**config.mk**
```make
export PLATFORM = sky130hd
export DESIGN_NAME = day_count_to_civil_date_flat
export DESIGN_NICKNAME = d
export VERILOG_FILES = /design/src/design/dcc_pkg.sv /design/src/design/dcc_if.sv /design/src/design/dcc_sub_unit.sv /design/src/design/dcc_core.sv /design/src/design/day_count_to_civil_date.sv /design/src/flat_wrapper.sv
export SDC_FILE = /design/constraint.sdc
export NUM_CORES = 1
export LEC_CHECK = 0
export ABC_CLOCK_PERIOD_IN_PS = 30900
export BUFFER_PORTS_ARGS = -buffer_cell sky130_fd_sc_hd__buf_2
export CORE_UTILIZATION = 40
export DETAILED_ROUTE_END_ITERATION = 10
export PLACE_DENSITY_LB_ADDON = 0.08
export SKIP_CTS_REPAIR_TIMING = 1
export SLEW_MARGIN = 10
export SYNTH_ARGS = -nofsm -noshare
export SYNTH_HDL_FRONTEND = slang
export SYNTH_SLANG_ARGS = --single-unit
```
**constraint.sdc**
```tcl
create_clock -name clk_i -period 30.9 [get_ports clk_i]
set_input_delay 6.18 -clock clk_i [delete_from_list [all_inputs] [get_ports clk_i]]
set_output_delay 6.18 -clock clk_i [all_outputs]
set_load 0.01 [all_outputs]
```
**src/design/dcc_pkg.sv**
```systemverilog
// dcc_pkg: shared types, constants and calendar functions for the day count to date block
// no dependencies; imported by dcc_sub_unit, dcc_core and the top level
package dcc_pkg;

  localparam int OrdW  = 22;
  localparam int YearW = 14;

  localparam logic signed [32:0] EpochOrdinal = 33'sd719163;
  localparam logic signed [32:0] MaxOrdinal   = 33'sd3652059;
  localparam logic [YearW-1:0]   YearMin      = 14'd1;
  localparam logic [YearW-1:0]   YearMax      = 14'd9999;

  localparam logic [3:0] MonthJan = 4'd1;
  localparam logic [3:0] MonthFeb = 4'd2;
  localparam logic [3:0] MonthApr = 4'd4;
  localparam logic [3:0] MonthJun = 4'd6;
  localparam logic [3:0] MonthSep = 4'd9;
  localparam logic [3:0] MonthNov = 4'd11;
  localparam logic [3:0] MonthDec = 4'd12;

  localparam logic [1:0] ClampNone = 2'd0;
  localparam logic [1:0] ClampLow  = 2'd1;
  localparam logic [1:0] ClampHigh = 2'd2;

  typedef struct packed {
    logic [13:0] year;
    logic [3:0]  month;
    logic [4:0]  day;
    logic [1:0]  clamped;
  } dcc_res_t;

  typedef struct packed {
    logic idle;
    logic done;
  } dcc_stat_t;

  // floor(y / 100) for y < 10000 by reciprocal multiply
  function automatic logic [6:0] div100(input logic [13:0] y);
    logic [26:0] prod;
    prod = 27'(y) * 27'd5243;
    return prod[25:19];
  endfunction

  function automatic logic is_leap(input logic [13:0] y);
    logic [6:0] q;
    logic       cent;
    q    = div100(y);
    cent = (y == 14'(q) * 14'd100);
    return (y[1:0] == 2'd0) && (!cent || (q[1:0] == 2'd0));
  endfunction

  // days before january 1 of year y
  function automatic logic [OrdW-1:0] days_prior(input logic [13:0] y);
    logic [13:0] p;
    logic [6:0]  q;
    logic [22:0] acc;
    p   = y - 14'd1;
    q   = div100(p);
    acc = 23'(p) * 23'd365 + 23'(p[13:2]) - 23'(q) + 23'(q[6:2]);
    return acc[OrdW-1:0];
  endfunction

  function automatic logic [4:0] month_len(input logic [3:0] m, input logic leap);
    logic [4:0] len;
    case (m)
      MonthFeb: len = leap ? 5'd29 : 5'd28;
      MonthApr, MonthJun, MonthSep, MonthNov: len = 5'd30;
      default: len = 5'd31;
    endcase
    return len;
  endfunction

endpackage

```
**src/design/dcc_if.sv**
```systemverilog
// dcc_in_if and dcc_out_if: valid/ready channels for day offsets and dates
// depends on nothing beyond plain logic types
interface dcc_in_if;
  logic               valid;
  logic               ready;
  logic signed [31:0] day_offset;

  modport source (output valid, output day_offset, input ready);
  modport sink (input valid, input day_offset, output ready);
endinterface

interface dcc_out_if;
  logic        valid;
  logic        ready;
  logic [13:0] year;
  logic [3:0]  month;
  logic [4:0]  day;
  logic [1:0]  clamped;

  modport source (output valid, output year, output month, output day, output clamped,
                  input ready);
  modport sink (input valid, input year, input month, input day, input clamped,
                output ready);
endinterface

```
**src/design/dcc_sub_unit.sv**
```systemverilog
// dcc_sub_unit: shared 22-bit subtract and greater-than compare
// depends on dcc_pkg
module dcc_sub_unit (
  input  logic [dcc_pkg::OrdW-1:0] a_i,
  input  logic [dcc_pkg::OrdW-1:0] b_i,
  output logic [dcc_pkg::OrdW-1:0] diff_o,
  output logic                     gt_o
);
  import dcc_pkg::*;

  logic [OrdW:0] full;

  assign full   = {1'b0, a_i} - {1'b0, b_i};
  assign diff_o = full[OrdW-1:0];
  assign gt_o   = !full[OrdW] && (full[OrdW-1:0] != '0);

endmodule

```
**src/design/dcc_core.sv**
```systemverilog
// dcc_core: sequencer for year binary search and month walk around one shared subtractor
// depends on dcc_pkg and dcc_sub_unit
module dcc_core (
  input  logic                clk_i,
  input  logic                rst_ni,
  input  logic                start_i,
  input  logic signed [31:0]  day_offset_i,
  input  logic                take_i,
  output dcc_pkg::dcc_stat_t  stat_o,
  output dcc_pkg::dcc_res_t   res_o
);
  import dcc_pkg::*;

  localparam logic [2:0] S_IDLE  = 3'd0;
  localparam logic [2:0] S_LOAD  = 3'd1;
  localparam logic [2:0] S_YEAR  = 3'd2;
  localparam logic [2:0] S_DOY   = 3'd3;
  localparam logic [2:0] S_MONTH = 3'd4;
  localparam logic [2:0] S_DONE  = 3'd5;

  logic [2:0]         state_q, state_d;
  logic signed [31:0] off_q, off_d;
  logic [OrdW-1:0]    rem_q, rem_d;
  logic [13:0]        lo_q, lo_d, hi_q, hi_d;
  logic [3:0]         m_q, m_d;
  logic [1:0]         flag_q, flag_d;
  logic               leap_q, leap_d;

  logic signed [32:0] sum;
  logic [14:0]        mid_sum;
  logic [13:0]        mid;
  logic [13:0]        dp_year;
  logic [OrdW-1:0]    dp;
  logic [OrdW-1:0]    ua, ub, udiff;
  logic               ugt;

  assign sum     = $signed({off_q[31], off_q}) + EpochOrdinal;
  assign mid_sum = {1'b0, lo_q} + {1'b0, hi_q} + 15'd1;
  assign mid     = mid_sum[14:1];
  assign dp_year = (state_q == S_YEAR) ? mid : lo_q;
  assign dp      = days_prior(dp_year);

  always_comb begin
    case (state_q)
      S_MONTH: begin
        ua = rem_q;
        ub = OrdW'(month_len(m_q, leap_q));
      end
      default: begin
        ua = rem_q;
        ub = dp;
      end
    endcase
  end

  dcc_sub_unit u_sub (
    .a_i    (ua),
    .b_i    (ub),
    .diff_o (udiff),
    .gt_o   (ugt)
  );

  always_comb begin
    state_d = state_q;
    off_d   = off_q;
    rem_d   = rem_q;
    lo_d    = lo_q;
    hi_d    = hi_q;
    m_d     = m_q;
    flag_d  = flag_q;
    leap_d  = leap_q;
    case (state_q)
      S_IDLE: begin
        if (start_i) begin
          off_d   = day_offset_i;
          state_d = S_LOAD;
        end
      end
      S_LOAD: begin
        lo_d = YearMin;
        hi_d = YearMax;
        if (sum < 33'sd1) begin
          rem_d  = OrdW'(1);
          flag_d = ClampLow;
        end else if (sum > MaxOrdinal) begin
          rem_d  = MaxOrdinal[OrdW-1:0];
          flag_d = ClampHigh;
        end else begin
          rem_d  = sum[OrdW-1:0];
          flag_d = ClampNone;
        end
        state_d = S_YEAR;
      end
      S_YEAR: begin
        if (lo_q == hi_q) begin
          state_d = S_DOY;
        end else if (ugt) begin
          lo_d = mid;
        end else begin
          hi_d = mid - 14'd1;
        end
      end
      S_DOY: begin
        rem_d   = udiff;
        m_d     = MonthJan;
        leap_d  = is_leap(lo_q);
        state_d = S_MONTH;
      end
      S_MONTH: begin
        if (m_q != MonthDec && ugt) begin
          rem_d = udiff;
          m_d   = m_q + 4'd1;
        end else begin
          state_d = S_DONE;
        end
      end
      S_DONE: begin
        if (take_i) begin
          state_d = S_IDLE;
        end
      end
      default: state_d = S_IDLE;
    endcase
  end

  always_ff @(posedge clk_i or negedge rst_ni) begin
    if (!rst_ni) begin
      state_q <= S_IDLE;
    end else begin
      state_q <= state_d;
    end
  end

  always_ff @(posedge clk_i) begin
    off_q  <= off_d;
    rem_q  <= rem_d;
    lo_q   <= lo_d;
    hi_q   <= hi_d;
    m_q    <= m_d;
    flag_q <= flag_d;
    leap_q <= leap_d;
  end

  assign stat_o.idle   = (state_q == S_IDLE);
  assign stat_o.done   = (state_q == S_DONE);
  assign res_o.year    = lo_q;
  assign res_o.month   = m_q;
  assign res_o.day     = rem_q[4:0];
  assign res_o.clamped = flag_q;

  a_search_order: assert property (@(posedge clk_i) disable iff (!rst_ni)
    state_q == S_YEAR |-> lo_q <= hi_q && lo_q >= YearMin && hi_q <= YearMax)
    else $error("year search bounds crossed");

  a_month_range: assert property (@(posedge clk_i) disable iff (!rst_ni)
    state_q == S_MONTH |-> m_q >= MonthJan && m_q <= MonthDec && rem_q != '0)
    else $error("month walk out of range");

  a_day_range: assert property (@(posedge clk_i) disable iff (!rst_ni)
    state_q == S_DONE |-> rem_q >= OrdW'(1) && rem_q <= OrdW'(31) && flag_q <= ClampHigh)
    else $error("day of month out of range");

  a_done_hold: assert property (@(posedge clk_i) disable iff (!rst_ni)
    state_q == S_DONE && !take_i |=> state_q == S_DONE && $stable(res_o))
    else $error("result changed before transfer");

  a_start_idle: assert property (@(posedge clk_i) disable iff (!rst_ni)
    start_i && state_q == S_IDLE |=> state_q == S_LOAD)
    else $error("start not taken");

endmodule

```
**src/design/day_count_to_civil_date.sv**
```systemverilog
// day_count_to_civil_date: top level with input handshake and output register
// depends on dcc_pkg, dcc_if (dcc_in_if, dcc_out_if) and dcc_core
//
// in_i carries a signed day offset from 1970-01-01; a transaction takes place
// when valid and ready are both high. out_o carries year, month, day and a
// clamp flag (1 below 0001-01-01, 2 above 9999-12-31), one per input.
// The core takes one offset at a time: ready is high only while it is idle.
// An item passes through an accept step, a load/clamp step, the binary year
// search and its exit step, a day-of-year step and the month walk, then
// loads the output register; the steps run in turn on the single shared
// subtract/compare unit.
// The output register lets a new offset be accepted while a result waits.
// If the receiver stalls, the finished result stays in the core until the
// output register frees, and no further input is taken meanwhile.
// Reset (rst_ni low, asynchronous) returns the core to idle and empties the
// output register.
module day_count_to_civil_date (
  input  logic clk_i,
  input  logic rst_ni,
  dcc_in_if.sink    in_i,
  dcc_out_if.source out_o
);
  import dcc_pkg::*;

  dcc_stat_t stat;
  dcc_res_t  res;
  dcc_res_t  res_q;
  logic      start;
  logic      take;
  logic      out_valid_q, out_valid_d;

  assign in_i.ready = stat.idle;
  assign start      = in_i.valid && stat.idle;
  assign take       = stat.done && (!out_valid_q || out_o.ready);

  dcc_core u_core (
    .clk_i        (clk_i),
    .rst_ni       (rst_ni),
    .start_i      (start),
    .day_offset_i (in_i.day_offset),
    .take_i       (take),
    .stat_o       (stat),
    .res_o        (res)
  );

  always_comb begin
    if (take) begin
      out_valid_d = 1'b1;
    end else if (out_o.ready) begin
      out_valid_d = 1'b0;
    end else begin
      out_valid_d = out_valid_q;
    end
  end

  always_ff @(posedge clk_i or negedge rst_ni) begin
    if (!rst_ni) begin
      out_valid_q <= 1'b0;
    end else begin
      out_valid_q <= out_valid_d;
    end
  end

  always_ff @(posedge clk_i) begin
    if (take) begin
      res_q <= res;
    end
  end

  assign out_o.valid   = out_valid_q;
  assign out_o.year    = res_q.year;
  assign out_o.month   = res_q.month;
  assign out_o.day     = res_q.day;
  assign out_o.clamped = res_q.clamped;

endmodule
```
**src/flat_wrapper.sv**
```systemverilog
// flat-port wrapper written by rule: the top's interface ports become plain ports
module day_count_to_civil_date_flat import dcc_pkg::*;
  (clk_i, rst_ni, in_i_valid, in_i_day_offset, in_i_ready, out_o_valid, out_o_year, out_o_month, out_o_day, out_o_clamped, out_o_ready);
  dcc_in_if in_i_i ();
  dcc_out_if out_o_i ();
  input  logic clk_i;
  input  logic rst_ni;
  input wire logic [$bits(in_i_i.valid)-1:0] in_i_valid;
  input wire logic [$bits(in_i_i.day_offset)-1:0] in_i_day_offset;
  output wire logic [$bits(in_i_i.ready)-1:0] in_i_ready;
  output wire logic [$bits(out_o_i.valid)-1:0] out_o_valid;
  output wire logic [$bits(out_o_i.year)-1:0] out_o_year;
  output wire logic [$bits(out_o_i.month)-1:0] out_o_month;
  output wire logic [$bits(out_o_i.day)-1:0] out_o_day;
  output wire logic [$bits(out_o_i.clamped)-1:0] out_o_clamped;
  input wire logic [$bits(out_o_i.ready)-1:0] out_o_ready;
  assign in_i_i.valid = in_i_valid;
  assign in_i_i.day_offset = in_i_day_offset;
  assign in_i_ready = in_i_i.ready;
  assign out_o_valid = out_o_i.valid;
  assign out_o_year = out_o_i.year;
  assign out_o_month = out_o_i.month;
  assign out_o_day = out_o_i.day;
  assign out_o_clamped = out_o_i.clamped;
  assign out_o_i.ready = out_o_ready;
  day_count_to_civil_date u_core (.clk_i(clk_i), .rst_ni(rst_ni), .in_i(in_i_i), .out_o(out_o_i));
endmodule
```
==> out/results.tsv, run 1 <==
metric	value	unit
status	completed	
io_pins	63	
fin_setup_tns	0	ps
yosys_warnings	0	
dpl.cell_count	2478	
final_nets	2467	
syn_area	0.0183	mm²
worstHoldStart	u_core.u_core.flag_q[0]$_SDFFCE_PN1P_	
syn_inst	1836	
fin_util	44.6	%
rsz0062_at_grt	no	
synth_most_common_cell	inv_1	
yosys_register_bits	118	
clock_latency	450	ps
synth_cell_types	98	
finalCritPeriodShare	54.5	%
ff2ff_setup_slack	14060	ps
drive_gt1_share	7.87	%
cts_root_buf	clkbuf_16	
seq_area_frac_synth	19.3	%
rows	77	
place_area	0.0193	mm²
max_freq	59.4	MHz
regArea	0.00352	mm²
grt_max_degree	38	
async_flop_share	3.39	%
cp.required	30970	ps
dieWidth	216	µm
holdPathStages	0	
syn_nets	2398	
antenna_found_initial	1	
crit_fanout	14	
dp_hpwl	38400	µm
min_to	u_core.out_o.clamped[0]$_DFFE_PP_	
hold_path.class	reg -> reg	
ys_top_cells_by_area	ha_1 (22%), fa_1 (22%), edfxtp_1 (19%), inv_1 (8.0%), xnor2_1 (4.3%)	
finalNonFillerCells	2511	
vias_per_cell	5.16	
maxCapViolCount	0	
htreeDepth	4	
ys_top_cells_by_count	inv_1 (388), ha_1 (326), fa_1 (200), edfxtp_1 (114), xnor2_1 (90)	
crit_type	reg -> reg	
yosys_most_used_dff	edfxtp_1	
tightest_slew	1240	ps
reg2regPathDepth	56	
start_util	41.0	%
maxSlewViolCount	0	
cts_sinks	118	
grt_pass1_vias	13700	
wl_per_cell	18.0	µm
die_area	0.0466	mm²
slowest_stage	xnor2_1	
arrival	16920	ps
crit_path_start_kind	flip-flop	
drc_errors	0	
num_vias	12900	
syn2layout_area_growth	8.90	%
max_stage_delay	810	ps
synth_top_area_cell	ha_1	
crit_top_cell	inv_1	
nFillCells	4302	
final_area	0.0199	mm²
die_y	216	µm
ant_nets	0	
synth_edf_count	114	
yosys.area.top_type_share	22.3	%
drt_iter0_drc	627	
multi_input_area	0.0132	mm²
gr-total-overflow	0	
drt_pre_antenna_iters	7	
gp_congestion	0.881	
track_usage	20.5	%
routed_wl	45300	µm
cts_tree	done	
coreArea	0.0446	mm²
syn_area_per_cell	9.96	µm²
clockBufferDepth	2	
slew_headroom	16.7	%
r2r_end	u_core.u_core.hi_q[6]$_SDFFCE_PP0P_	
port_buffers	62	
crit_path_end_kind	flip-flop	
post-route-min-period	16840	ps
path_clk_slew	60	ps
grt_pass1_wl	73800	µm
cts_buffers	17	
hold_viol	0	
finClkSkew	5.06	ps
r2r_start	u_core.u_core.lo_q[0]$_SDFFCE_PP1P_	
setup_violations	0	
kinds of logic after synthesis:
group	share of synthesized area, %
buf+inv	8.59
simple gates	9.94
compound gates	11.0
flops	19.3
xor+xnor	6.66
mux	0.274
fa+ha+maj	44.2
state kept, by name, indices dropped and copies added (netlist names), 2 cells and up:
signal	count
u_core.u_core.off_q	32
u_core.u_core.rem_q	22
u_core.out_o.year	14
u_core.u_core.hi_q	14
u_core.u_core.lo_q	14
u_core.out_o.day	5
u_core.out_o.month	4
u_core.u_core.m_q	4
u_core.u_core.state_q	3
u_core.out_o.clamped	2
u_core.u_core.flag_q	2
placed cells by master, fill, tap and decap left out, types with 6 or more instances in the layout:
cell and instances:
xnor2_1 90, clkbuf_16 17, or3_1 8, nor4_1 9
o21ai_1 8, nor2b_1 13, o21ai_0 48, inv_1 388
and2_1 10, nor3_1 27, nand4_1 14, a211oi_1 6
and3_1 11, a21oi_1 66, fa_1 200, buf_2 62
buf_4 15, a21o_1 29, o221ai_1 6, o211ai_1 12
nand2b_1 19, nand2_1 88, o21bai_1 7, ha_1 326
edfxtp_1 114, nand3_1 28, o22ai_1 6, o21a_1 14
nor2_1 80, or2_2 12, a31oi_1 11, xor2_1 34
metrics by stage:
stage               hold slack, ps  setup slack (ps)
floorplan                      400             15240
global placement               406             14210
detailed placement             416             13930
CTS                            430             13850
global route                   428             12770
finish                         425             14060
layout make-up:
cell class	count	area share, %
antenna	1	0.0126
clock buffer	17	2.14
clock inverter	15	0.635
inverter	389	7.34
multi-input combinational	1302	66.3
sequential	118	17.7
tap	592	3.72
timing repair buffer	77	2.12
routing by layer:
layer,vias to the layer above,track usage (%),routed length [µm]
li1,6332,-,-
met1,6371,26.7,20700
met2,198,35.6,22400
met4,0,6.08,935
met3,45,2.42,1270
met5,-,0,0
critical path: cells and delay by family (launching register included):
kind                       cells  cell delay [ps]
DFF                            1              520
AOI/OAI and AO/OA             17             4910
xor gates and xnor gates       4             1700
buffers and inverters         10             1070
and+or+nand+nor               10             2040
adders and majority gates     15             6200
worst max-delay path by stage:
stage                                         from                                   to  slack (ps)  cells past startpoint
3_3_place_gp   u_core.u_core.lo_q[0]$_SDFFCE_PP1P_    u_core.u_core.rem_q[19]$_DFFE_PP_       14210                     54
3_5_place_dp   u_core.u_core.lo_q[0]$_SDFFCE_PP1P_    u_core.u_core.rem_q[17]$_DFFE_PP_       13930                     54
2_1_floorplan  u_core.u_core.lo_q[0]$_SDFFCE_PP1P_     u_core.u_core.rem_q[0]$_DFFE_PP_       15240                     54
5_1_grt        u_core.u_core.lo_q[0]$_SDFFCE_PP1P_  u_core.u_core.hi_q[0]$_SDFFCE_PP1P_       12770                     56
6_report       u_core.u_core.lo_q[0]$_SDFFCE_PP1P_  u_core.u_core.hi_q[6]$_SDFFCE_PP0P_       14060                     56
4_1_cts        u_core.u_core.lo_q[0]$_SDFFCE_PP1P_    u_core.u_core.rem_q[20]$_DFFE_PP_       13850                     54
Power of run 1 is not shown: default switching activity piles up to over one toggle a cycle in this logic, so the estimate is an artifact.
==> run 2: changes to the inputs <==
Settings changed: ABC_AREA set to 1, ABC_CLOCK_PERIOD_IN_PS 30900 to 15200.
Clock period 30.9 ns to 15.2 ns, I/O delays scaled along.
==> out/results.tsv, run 2 <==
metric	value	unit	change
status	completed		
grtUsageMet2	39.5	%	+3.9 points
syn_nets	3097		+29%
grtUsageMet1	31.4	%	+4.7 points
r2r_start	u_core.u_core.lo_q[0]$_SDFFCE_PP1P_		
final_common_cell	inv_1		
slew_headroom	26.5	%	+9.9 points
post-route-min-period	13960	ps	-2890 ps
track_usage	23.4	%	+2.9 points
die_y	226	µm	+4.9%
drt_iter0_drc	1014		+62%
clock_latency	460	ps	about the same
grt_pass1_vias	16800		+23%
crit_top_cell	inv_1		
met3_usage	3.05	%	+0.62 points
crit_path_start_kind	flip-flop		
largest_reg_flops	32		unchanged
tightest_slew	1100	ps	-143 ps
gr-total-overflow	0		unchanged
clockBufferDepth	2		unchanged
top_regs	u_core.u_core.off_q x32, u_core.u_core.rem_q x22		
dieWidth	226	µm	+4.9%
synth_most_common_cell	inv_1		
min_to	u_core.out_o.clamped[1]$_DFFE_PP_		
top_register	u_core.u_core.off_q		
gp_congestion	0.913		+3.6%
maxSlewViolCount	0		unchanged
ys_top_cells_by_area	ha_1 (20%), fa_1 (20%), edfxtp_1 (17%), inv_1 (10%), nand2_1 (9.5%)		
antenna_found_initial	0		-1
crit_fanout	22		+8
hold_path.class	reg -> reg		
arrival	14100	ps	-2820 ps
crit_type	reg -> reg		
max_stage_delay	550	ps	-260 ps
yosys_register_bits	118		unchanged
vias_per_cell	5.01		-2.8%
synth_cell_types	53		-46%
yosys_warnings	0		unchanged
finalCritPeriodShare	91.8	%	+37 points
crit_path_end_kind	flip-flop		
async_flop_share	3.39	%	unchanged
ff2ff_setup_slack	1240	ps	-12,810 ps
finClkSkew	14.8	ps	+9.75 ps
yosys.area.top_type_share	20.3	%	-2.1 points
syn_area_per_cell	7.95	µm²	-20%
synth_top_area_cell	ha_1		
final_nets	3184		+29%
drive_gt1_share	7.29	%	-0.59 points
syn_inst	2535		+38%
grt_pass1_wl	91300	µm	+24%
drc_errors	0		unchanged
ant_nets	0		unchanged
critPathBufInv	13		+3
maxCapViolCount	0		unchanged
dpl.cell_count	3267		+32%
io_pins	63		unchanged
slowest_stage	fa_1		
path_depth	64		+14%
mostFrequentLayoutCells	inv_1 (538), nand2_1 (511), ha_1 (326)		
holdPathStages	0		unchanged
die_area	0.0513	mm²	+10%
worstHoldStart	u_core.u_core.flag_q[1]$_SDFFCE_PN0P_		
drt_pre_antenna_iters	6		-1
reg2regPathDepth	64		+14%
dp_hpwl	49100	µm	+28%
cts_tree	done		
seq_area_frac_synth	17.5	%	-1.8 points
insertedDiodeCount	0		-1
max_freq	71.7	MHz	+21%
ys_top_cells_by_count	inv_1 (538), nand2_1 (512), ha_1 (326), nor2_1 (208), fa_1 (200)		
rows	81		+5.2%
cts_buffers	17		unchanged
synth_edf_count	114		unchanged
syn_area	0.0201	mm²	+10%
grt.busiest_layer	met2		
startpoint	u_core.u_core.lo_q[0]$_SDFFCE_PP1P_		
cts_root_buf	clkbuf_16		
htreeDepth	4		unchanged
routed_wl	56500	µm	+25%
finalNonFillerCells	3299		+31%
yosys_most_used_dff	edfxtp_1		
hold_viol	0		unchanged
port_buffers	62		unchanged
start_util	40.8	%	-0.17 points
cts_sinks	118		unchanged
grt_max_degree	33		-13%
syn2layout_area_growth	9.16	%	
crit_family	adder cells		
r2r_end	u_core.u_core.rem_q[5]$_DFFE_PP_		
coreArea	0.0494	mm²	+11%
num_vias	16500		+28%
wl_per_cell	17.1	µm	-5.1%
cp.required	15340	ps	-15,630 ps
setup_violations	0		unchanged
path_clk_slew	70	ps	about the same
[run 2: layout make-up]
type	count	area, µm²
fillers	5100	27400
multi-input cells	1854	14500
flip-flops and latches	118	3520
inverters	548	2060
well taps	664	831
repair buffers	83	472
clock buffers	18	429
clock inverters	14	140
[run 2: how the worst max path moves through the flow]
stage | endpoint | slack [ps]
finish | u_core.u_core.rem_q[5]$_DFFE_PP_ | 1240
global route | u_core.u_core.rem_q[7]$_DFFE_PP_ | -20
CTS | u_core.u_core.lo_q[5]$_SDFFCE_PP0P_ | 430
detailed placement | u_core.u_core.lo_q[0]$_SDFFCE_PP1P_ | 530
global placement | u_core.u_core.lo_q[0]$_SDFFCE_PP1P_ | 980
floorplan | u_core.u_core.hi_q[0]$_SDFFCE_PP1P_ | 1630
[run 2: logic make-up (layout without fill, tap and decap cells)]
logic type	Yosys count	count (layout)	synth area share [%]
XOR/XNOR	73	73	3.28
AND/OR/NAND/NOR	990	990	21.1
buffers and inverters	563	663	10.7
flip-flops	118	118	17.5
adder cells (fa/ha/maj)	526	526	40.1
AO/OA/AOI/OAI	265	265	7.37
[run 2: worst reg2reg max path: cells and delay by family, from the launching register on]
family	cells	cell delay, ps
xor+xnor	4	820
flops	1	480
buf+inv	13	1450
simple gates	21	2920
compound gates	10	1830
fa+ha+maj	16	6150
[run 2: per-layer routing]
metal  vias up  part of all wire [%]
met1      7878                    48
met2       307                    48
met4         0                   1.8
met5         -                     0
li1       8291                     -
met3        56                   3.2
[run 2: per-stage QoR]
stage,util (%),hold WS (ps),setup TNS [ps],setup WS [ps],instance area (µm²)
floorplan,-,400,0,1630,20100
global placement,43.3,431,0,981,21400
detailed placement,43.3,412,0,530,21400
CTS,44.4,427,0,432,21900
global route,44.5,450,-334,-19.9,22000
finish,44.5,423,0,1240,22000
Power of run 2 is left out for the same reason.
==> run 3: changes to the inputs <==
Settings changed: CORE_UTILIZATION 40 to 59.
==> out/results.tsv, run 3 (synthesized netlist as in run 2, its figures left out) <==
metric	value	unit	change
status	completed		
place_ws	32.0	ps	-498 ps
mostFrequentLayoutCells	inv_1 (536), nand2_1 (511), ha_1 (326)		
io_pins	63		unchanged
clock_latency	440	ps	-20 ps
cts_buffers	17		unchanged
wl_per_cell	17.6	µm	+2.8%
slew_headroom	26.7	%	+0.15 points
cp.required	15380	ps	+40 ps
num_vias	16900		+2.0%
cts_root_buf	clkbuf_16		
htreeDepth	4		unchanged
vias_per_cell	5.47		+9.2%
final_common_cell	inv_1		
top_register	u_core.u_core.off_q		
grt_pass1_vias	17100		+1.3%
die_area	0.0349	mm²	-32%
slowest_stage	fa_1		
dp_hpwl	46500	µm	-5.4%
rows	67		-17%
r2r_start	u_core.u_core.lo_q[0]$_SDFFCE_PP1P_		
holdPathStages	0		unchanged
drt_iter0_drc	1210		+19%
gr-total-overflow	0		unchanged
critPathBufInv	11		-2
hold_path.class	reg -> reg		
die_y	187	µm	-18%
clockBufferDepth	2		unchanged
arrival	14380	ps	+280 ps
final_area	0.0217	mm²	-1.4%
final_nets	3182		-0.063%
fin_hold_ws	414	ps	-8.90 ps
start_util	60.1	%	+19 points
routed_wl	54200	µm	-4.1%
crit_path_end_kind	flip-flop		
rsz0062_at_grt	no		
reg2regPathDepth	63		-1.6%
max_stage_delay	550	ps	about the same
path_clk_slew	60	ps	about the same
crit_type	reg -> reg		
crit_family	adder cells		
antenna_found_initial	0		unchanged
max_freq	70.5	MHz	-1.7%
drt_pre_antenna_iters	6		unchanged
top_regs	u_core.u_core.off_q x32, u_core.u_core.rem_q x22		
syn2layout_area_growth	7.64	%	
nFillCells	2962		-42%
tightest_slew	1100	ps	-2.26 ps
drive_gt1_share	7.10	%	-0.18 points
finClkSkew	8.65	ps	-6.17 ps
drc_errors	0		unchanged
cts_sinks	118		unchanged
place_area	0.0210	mm²	-1.6%
cts_tree	done		
fin_setup_tns	0	ps	unchanged
hold_viol	0		unchanged
dieWidth	187	µm	-18%
coreArea	0.0335	mm²	-32%
gp_congestion	0.967		+5.9%
fin_ws	1010	ps	-237 ps
largest_reg_flops	32		unchanged
port_buffers	62		unchanged
regArea	0.00352	mm²	unchanged
ant_nets	0		unchanged
grt_max_degree	33		unchanged
maxSlewViolCount	0		unchanged
crit_fanout	22		unchanged
track_usage	32.4	%	+9.0 points
crit_path_start_kind	flip-flop		
post-route-min-period	14190	ps	+237 ps
worstHoldStart	u_core.u_core.flag_q[1]$_SDFFCE_PN0P_		
ff2ff_setup_slack	1010	ps	-240 ps
multi_input_area	0.0145	mm²	about the same
r2r_end	u_core.u_core.rem_q[11]$_DFFE_PP_		
insertedDiodeCount	0		unchanged
finalCritPeriodShare	93.4	%	+1.6 points
min_to	u_core.out_o.clamped[1]$_DFFE_PP_		
maxCapViolCount	0		unchanged
setup_violations	0		unchanged
grt_pass1_wl	88700	µm	-2.9%
run 3: area by class of cell:
type,count,area share [%]
well taps,448,2.59
repair buffers,81,2.11
flip-flops and latches,118,16.3
clock inverters,10,0.496
multi-input cells,1854,67.0
inverters,548,9.50
clock buffers,21,2.03
run 3: through the flow:
step,cells,utilization [%]
after floorplan,2535,-
after CTS,3073,64.3
after detailed placement,3042,62.7
after global routing,3080,64.7
after global placement,3042,62.7
final,3080,64.7
run 3: routing by layer:
layer	vias up	track usage [%]	part of all wire (%)
li1	8294	-	-
met1	7959	42.4	44
met2	505	55.1	48
met3	102	4.40	5.0
met4	0	11.3	2.9
met5	-	0	0
run 3: worst max path at each step:
stage	slack (ps)	cells past startpoint	endpoint	from
2_1_floorplan	1630	57	u_core.u_core.hi_q[0]$_SDFFCE_PP1P_	u_core.u_core.lo_q[0]$_SDFFCE_PP1P_
3_3_place_gp	690	62	u_core.u_core.lo_q[3]$_SDFFCE_PP0P_	u_core.u_core.lo_q[0]$_SDFFCE_PP1P_
3_5_place_dp	30	62	u_core.u_core.lo_q[7]$_SDFFCE_PP0P_	u_core.u_core.lo_q[0]$_SDFFCE_PP1P_
4_1_cts	-30	62	u_core.u_core.lo_q[0]$_SDFFCE_PP1P_	u_core.u_core.lo_q[0]$_SDFFCE_PP1P_
5_1_grt	10	71	u_core.u_core.rem_q[2]$_DFFE_PP_	u_core.u_core.lo_q[0]$_SDFFCE_PP1P_
6_report	1010	63	u_core.u_core.rem_q[11]$_DFFE_PP_	u_core.u_core.lo_q[0]$_SDFFCE_PP1P_
run 3: worst reg2reg max path, delay by kind of cell, from the launching register on:
kind,cells,cell delay (ps)
AO/OA/AOI/OAI,15,2890
XOR/XNOR,3,830
adder cells (fa/ha/maj),16,6140
buffers and inverters,11,1290
flip-flops,1,480
AND/OR/NAND/NOR,18,2280
Power of run 3 is left out for the same reason.
